### src/rtl/core/tolerant_gesture_sequence_matcher_unit_macros.svh
// Assertion macros for the gesture matcher unit.
// Expect clk_i and rst_ni in the scope of the user; no other dependencies.
`ifndef TOLERANT_GESTURE_SEQUENCE_MATCHER_UNIT_MACROS_SVH
`define TOLERANT_GESTURE_SEQUENCE_MATCHER_UNIT_MACROS_SVH

// Check cons in the same cycle as ante.
`define TGSM_ASSERT_SAME(label, ante, cons, msg) \
  label: assert property (@(posedge clk_i) disable iff (!rst_ni) (ante) |-> (cons)) \
    else $error(msg);

// Check cons in the cycle after ante.
`define TGSM_ASSERT_NEXT(label, ante, cons, msg) \
  label: assert property (@(posedge clk_i) disable iff (!rst_ni) (ante) |=> (cons)) \
    else $error(msg);

`endif

### src/rtl/core/tgsm_pkg.sv
// Package of the gesture matcher unit: sizes, codes, word types, match function.
// No dependencies.
package tgsm_pkg;

  localparam int MAX_GESTURES = 16;
  localparam int MAX_STEPS    = 8;
  localparam int SAMPLE_BITS  = 10;
  localparam int FINGERS      = 5;

  localparam int GEST_W     = (MAX_GESTURES > 1) ? $clog2(MAX_GESTURES) : 1;
  localparam int STEP_IDX_W = (MAX_STEPS > 1) ? $clog2(MAX_STEPS) : 1;
  localparam int STEP_W     = $clog2(MAX_STEPS + 1);
  localparam int CNT_W      = $clog2(MAX_GESTURES + 1);
  localparam int ADDR_W     = GEST_W + STEP_IDX_W;
  localparam int MEM_DEPTH  = 1 << ADDR_W;
  localparam int SNAP_W     = FINGERS * SAMPLE_BITS;

  localparam int CFG_IDX_W  = 3;
  localparam int CFG_DATA_W = 50;
  localparam int GCOUNT_W   = 5;
  localparam int MASK_W     = 16;
  localparam int REC_W      = 4;

  localparam logic [SAMPLE_BITS-1:0] TOL_RESET = SAMPLE_BITS'(64);

  typedef enum logic [2:0] {
    CMD_WR_STEP   = 3'd0,
    CMD_WR_LEN    = 3'd1,
    CMD_START     = 3'd2,
    CMD_SAMPLE    = 3'd3,
    CMD_ACT_CHECK = 3'd4
  } tgsm_cmd_e;

  typedef enum logic [CFG_IDX_W-1:0] {
    REG_TOL_1   = 3'd0,
    REG_TOL_2   = 3'd1,
    REG_TOL_3   = 3'd2,
    REG_TOL_4   = 3'd3,
    REG_TOL_5   = 3'd4,
    REG_ACT_PAT = 3'd5,
    REG_GCOUNT  = 3'd6
  } tgsm_reg_e;

  typedef enum logic [2:0] {
    ST_IDLE,
    ST_DECODE,
    ST_WALK,
    ST_DRAIN,
    ST_FINISH
  } tgsm_state_e;

  typedef logic [SNAP_W-1:0] tgsm_snap_t;
  typedef logic [FINGERS-1:0][SAMPLE_BITS-1:0] tgsm_tol_t;

  typedef struct packed {
    logic [2:0]             command;
    logic [3:0]             gesture_index;
    logic [2:0]             step_index;
    logic [3:0]             step_count;
    logic [SAMPLE_BITS-1:0] finger_one;
    logic [SAMPLE_BITS-1:0] finger_two;
    logic [SAMPLE_BITS-1:0] finger_three;
    logic [SAMPLE_BITS-1:0] finger_four;
    logic [SAMPLE_BITS-1:0] finger_five;
  } tgsm_in_t;

  typedef struct packed {
    logic              recognized;
    logic [REC_W-1:0]  recognized_gesture;
    logic [MASK_W-1:0] recognized_mask;
    logic              no_match;
    logic              session_running;
    logic              activation_match;
  } tgsm_out_t;

  // Commands from the sequencer to the datapath.
  typedef struct packed {
    logic              load;
    logic              exec;
    logic              rd_en;
    logic [GEST_W-1:0] rd_idx;
    logic              finish;
  } tgsm_ctl_t;

  // All five fingers must pass; a zero sample finger always passes.
  function automatic logic snap_match(input tgsm_snap_t smp, input tgsm_snap_t tpl,
                                      input tgsm_tol_t tol);
    logic                   ok;
    logic [SAMPLE_BITS-1:0] a;
    logic [SAMPLE_BITS-1:0] b;
    logic [SAMPLE_BITS-1:0] d;
    ok = 1'b1;
    for (int f = 0; f < FINGERS; f++) begin
      a  = smp[f*SAMPLE_BITS +: SAMPLE_BITS];
      b  = tpl[f*SAMPLE_BITS +: SAMPLE_BITS];
      d  = (a > b) ? (a - b) : (b - a);
      ok = ok & ((a == '0) | (d <= tol[f]));
    end
    return ok;
  endfunction

endpackage

### src/rtl/core/tgsm_ctrl.sv
// Sequencer of the gesture matcher: decode, gesture walk, finish, result strobe.
// Depends on tgsm_pkg.
module tgsm_ctrl import tgsm_pkg::*; (
  input  logic      clk_i,
  input  logic      rst_ni,
  input  logic      start_i,
  input  logic      walk_req_i,
  output logic      busy_o,
  output logic      done_o,
  output tgsm_ctl_t ctl_o
);

  tgsm_state_e       state_q, state_d;
  logic [GEST_W-1:0] cnt_q, cnt_d;
  logic              done_q, done_d;
  logic              last_gest;

  assign last_gest = (cnt_q == GEST_W'(MAX_GESTURES - 1));

  always_comb begin
    state_d = state_q;
    unique case (state_q)
      ST_IDLE:   if (start_i) state_d = ST_DECODE;
      ST_DECODE: state_d = walk_req_i ? ST_WALK : ST_IDLE;
      ST_WALK:   if (last_gest) state_d = ST_DRAIN;
      ST_DRAIN:  state_d = ST_FINISH;
      ST_FINISH: state_d = ST_IDLE;
      default:   state_d = ST_IDLE;
    endcase
  end

  always_comb begin
    ctl_o        = '0;
    ctl_o.rd_idx = cnt_q;
    busy_o       = (state_q != ST_IDLE);
    unique case (state_q)
      ST_IDLE:   ctl_o.load   = start_i;
      ST_DECODE: ctl_o.exec   = !walk_req_i;
      ST_WALK:   ctl_o.rd_en  = 1'b1;
      ST_DRAIN:  ;
      ST_FINISH: ctl_o.finish = 1'b1;
      default:   ;
    endcase
  end

  assign cnt_d  = ((state_q == ST_WALK) && !last_gest) ? cnt_q + 1'b1 : '0;
  assign done_d = ctl_o.exec | ctl_o.finish;
  assign done_o = done_q;

  always_ff @(posedge clk_i or negedge rst_ni) begin
    if (!rst_ni) begin
      state_q <= ST_IDLE;
      cnt_q   <= '0;
      done_q  <= 1'b0;
    end else begin
      state_q <= state_d;
      cnt_q   <= cnt_d;
      done_q  <= done_d;
    end
  end

endmodule

### config.mk
export PLATFORM = sky130hd
export DESIGN_NAME = tgsm_ctrl
export DESIGN_NICKNAME = d
export VERILOG_FILES = /design/src/rtl/core/tolerant_gesture_sequence_matcher_unit_macros.svh /design/src/rtl/core/tgsm_pkg.sv /design/src/rtl/core/tgsm_ctrl.sv
export SDC_FILE = /design/constraint.sdc
export NUM_CORES = 1
export LEC_CHECK = 0
export ABC_AREA = 1
export BUFFER_PORTS_ARGS = -buffer_cell sky130_fd_sc_hd__clkbuf_2
export CORE_AREA = 5 5 42 44
export DETAILED_ROUTE_END_ITERATION = 7
export DIE_AREA = 0 0 47 49
export SYNTH_ARGS = -nofsm -noshare
export SYNTH_HDL_FRONTEND = slang
export SYNTH_SLANG_ARGS = --single-unit
### constraint.sdc
create_clock -name clk_i -period 1.1 [get_ports clk_i]
set_input_delay 0.055 -clock clk_i [delete_from_list [all_inputs] [get_ports clk_i]]
set_output_delay 0.055 -clock clk_i [all_outputs]
set_load 0.02 [all_outputs]
==> summary.md <==
### Detailed routing
- **1st-iter DRT viols** 5
- **wire length reported by the detailed router** 889 um
- **Pre-antenna DRT Iters** 3
- **vias after detailed routing** 384
- **average wire per cell in the routed design** 10.5 um
- **antenna-violating nets left** 0
- **post-detailed-route DRC marker count** 0
- **routed vias/inst** 4.52

### STA
- **final hold violation count** 0
- **total count of max-transition violations in the final report** 0
- **total of endpoints with negative setup slack in the final report** 8
- **transition time at the pin with the least slew margin** 0.207 ns
- **share of the cycle needed by the critical path after routing** 109%
- **Worst slew margin** 86.2%
- **Fmax achieved** 837 MHz
- **minimum period implied by the final worst setup slack** 1.20 ns
- **final setup skew** 0.00391 ns
- **setup TNS** -0.360 ns
- **RSZ-0062 raised after global routing** true
- **post-layout worst setup margin** -0.0953 ns

### Place
- **number of buffers added on ports** 13
- **detailed placement HPWL** 581 um
- **routability congestion estimate from global placement** 0.779

### Hold path
- **Tightest Hold Check Type** primary input to register
- **number of cells on the worst hold path** 2

### Setup path
- **stage delay of the slowest cell on the critical path** 0.42 ns
- **slowest CP cell** sky130_fd_sc_hd__dfrtp_1
- **count of buffering cells on the critical path with inverters included** 2
- **kind of end point of the critical path** output port
- **family of cells with the greatest summed delay on the critical path** flip-flops
- **Critical Path Stages** 4
- **critical path required time** 1.04 ns
- **startpoint kind of the worst setup timing path** register
- **startpoint-to-endpoint class of the critical path** register to output port
- **arrival time reported for the critical path endpoint** 1.14 ns
- **worst reg-to-reg path cell count** 7
- **CP cell instances** inv_2 -> nand3_1 -> nor2_1 -> buf_4
- **Crit Path Max Fanout** 5

### Synthesis
- **list of most frequent post-synthesis cells** 9 x sky130_fd_sc_hd__inv_1, 8 x sky130_fd_sc_hd__dfrtp_1, 8 x sky130_fd_sc_hd__nor2_1
- **Post-synth top flop** sky130_fd_sc_hd__dfrtp_1
- **synthesized area per cell** 8.64 um^2
- **share of flip-flops with an asynchronous set or reset after synthesis** 100%
- **EDFF count, synth** 0
- **mux contribution to synthesized area** 0%
- **Warnings, synthesis** 0
- **library cell with the highest instance count after synthesis** sky130_fd_sc_hd__inv_1
- **total nets after synthesis** 48
- **#FFs+latches synth** 8
- **main combinational cell family by area after synthesis** simple AND/OR/NAND/NOR gates
- **number of cells produced by synthesis** 43
- **share of synthesized cell area in and, or, nand and nor gates** 28.3%
- **Netlist Area Pre-Place** 372 um^2
- **fraction of post-synthesis cell area in the top cell type by area** 53.9%
- **arithmetic-cell share of the synthesized area counting full adders, half adders and majority gates** 3.37%
- **library cells used by synthesis** 13
- **xor/xnor cell area share of the yosys netlist** 2.36%
- **leading post-synthesis cells by cell area** sky130_fd_sc_hd__dfrtp_1 54%, sky130_fd_sc_hd__inv_1 9.1%, sky130_fd_sc_hd__nor2_1 8.1%
- **share of synthesized area occupied by flip-flops and latches** 53.9%
- **cell accounting for the most synthesized area** sky130_fd_sc_hd__dfrtp_1
- **post-synthesis compound-gate area fraction** 3.03%

### Outcome
- **status** finished, violations left
- **violated checks** negative setup slack

### Power and ir drop
- **Pleak** 0.000324 uW
- **Final Power** 1580 uW
- **Power Density** 2660 nW/um^2
- **Peak VDD IR** 1.44 mV

### Die
- **starting utilization of the core area** 26.5%
- **core box area** 1400 um^2
- **Top Ports** 14
- **floorplan die width** 47 um
- **floorplan die height** 49 um
- **Die Area** 2300 um^2
- **Row Count** 14

### Clock network
- **CTS tree** done
- **clock-pin slew of the registers on the worst-case setup and hold paths** 0.05 ns
- **CTS HTree Levels** 1
- **clock network latency to the later pin of the worst-skew pair** 0.25 ns
- **sinks on the clock net** 8
- **Bufs on Longest Clock Path** 2
- **TritonCTS Buffers** 3
- **library cell used as clock root buffer** sky130_fd_sc_hd__clkbuf_4

### Cells and area
- **layout overhead on the synthesized area** 59.6%
- **number of nets in the layout** 76
- **fraction of layout instances using a drive strength above 1** 50.7%
- **Diodes inserted** 0
- **final cell utilization of the core** 42.3%

### Global routing
- **wire length of the first global-routing pass** 1440 um
- **overall fraction of global-route tracks in use** 8.81%
- **pin count of the biggest net entering global routing** 9
- **initial antenna violation count** 0
- **total overflow reported by the global router** 0
- **via count of the first global-routing pass** 377

### Flow run
- **number of max-cap violations** 0

[cell usage in the layout (no fill, tap or decap), drive strengths merged]
cell | netlist | layout
inv | 9 | 9
ha | 1 | 1
clkbuf | 0 | 11
buf | 0 | 14
nand3 | 5 | 5
nand2 | 6 | 6
nor2 | 9 | 9
nor3 | 1 | 1
o22ai | 1 | 1
dlygate4sd3 | 0 | 1
o21ai | 1 | 1
dfrtp | 8 | 8
xnor2 | 1 | 1
nand4 | 1 | 1
[worst reg2reg max path, stage by stage (launching register included)]
cell and delay [ns]:
sky130_fd_sc_hd__dfrtp_1 0.41, sky130_fd_sc_hd__nor2_4 0.13, sky130_fd_sc_hd__buf_4 0.12, sky130_fd_sc_hd__buf_4 0.09, sky130_fd_sc_hd__buf_4 0.10, sky130_fd_sc_hd__nand3_4 0.10, sky130_fd_sc_hd__nand2_2 0.07, sky130_fd_sc_hd__nor2_2 0.03
[flip-flops by register name (all words and copies together) (netlist names)]
register / flops
cnt_q: 4
done_o: 1
state_q: 3
[layer usage]
layer,global-route usage (%),vias to the layer above,part of all wire (%)
met5,0,-,0
met4,5.07,0,0
met3,4.06,0,7.1
met2,13.6,10,52
met1,9.48,185,41
li1,-,189,-
[report_power, final]
group          leakage, uW  internal [uW]  total [uW]  switching [uW]
registers         0.000107            373         441            69.0
logic             0.000203            437         909             473
clock network    0.0000138            125         226             101
total             0.000324            934        1580             643
[logic make-up (layout without fill, tap and decap cells)]
kind of cell / after synthesis / in the layout
AOI/OAI and AO/OA: 2 / 2
DFF: 8 / 8
and+or+nand+nor: 22 / 22
buffers and inverters: 9 / 35
adders and majority gates: 1 / 1
xor gates and xnor gates: 1 / 1
[per-stage QoR]
stage	worst slack, ns	cell area [um^2]	cells	hold WS, ns
floorplan	0.000141	372	43	-0.241
global placement	0.0593	464	73	-0.0846
detailed placement	0.0632	464	73	-0.0861
CTS	-0.115	532	80	0.0146
global route	-0.175	593	85	0.0521
finish	-0.0953	593	85	0.0245
[cell type report]
cell class                 instances  area, um^2
fill                             140         808
sequential                         8         200
timing repair buffer              23         159
multi-input combinational         26         158
inverter                           9        33.8
clock buffer                       3        22.5
tap                               16        20.0
[repair_timing]
item / CTS / global route
setup endpoints to repair: 5 / 8
pin swaps: 1 / 2
buffers inserted: 3 / 5
hold endpoints to repair: 8 / 0
resized for setup: 7 / 13
hold buffers: 1 / 0
[final timing paths]
| kind | endpoint | slack (ns) | start |
|---|---|---|---|
| worst max-delay path | ctl_o[6] | -0.1 | state_q[1] |
| worst min-delay path | done_o | 0.02 | walk_req_i |
| worst max register to register | state_q[0] | -0.07 | state_q[0] |
| worst min register to register | state_q[2] | 0.53 | state_q[2] |
| max in group asynchronous | state_q[1] | 0.74 | rst_ni |
| min in group asynchronous | cnt_q[1] | 0.18 | rst_ni |
Note: power is estimated with default switching activity, not from simulation.
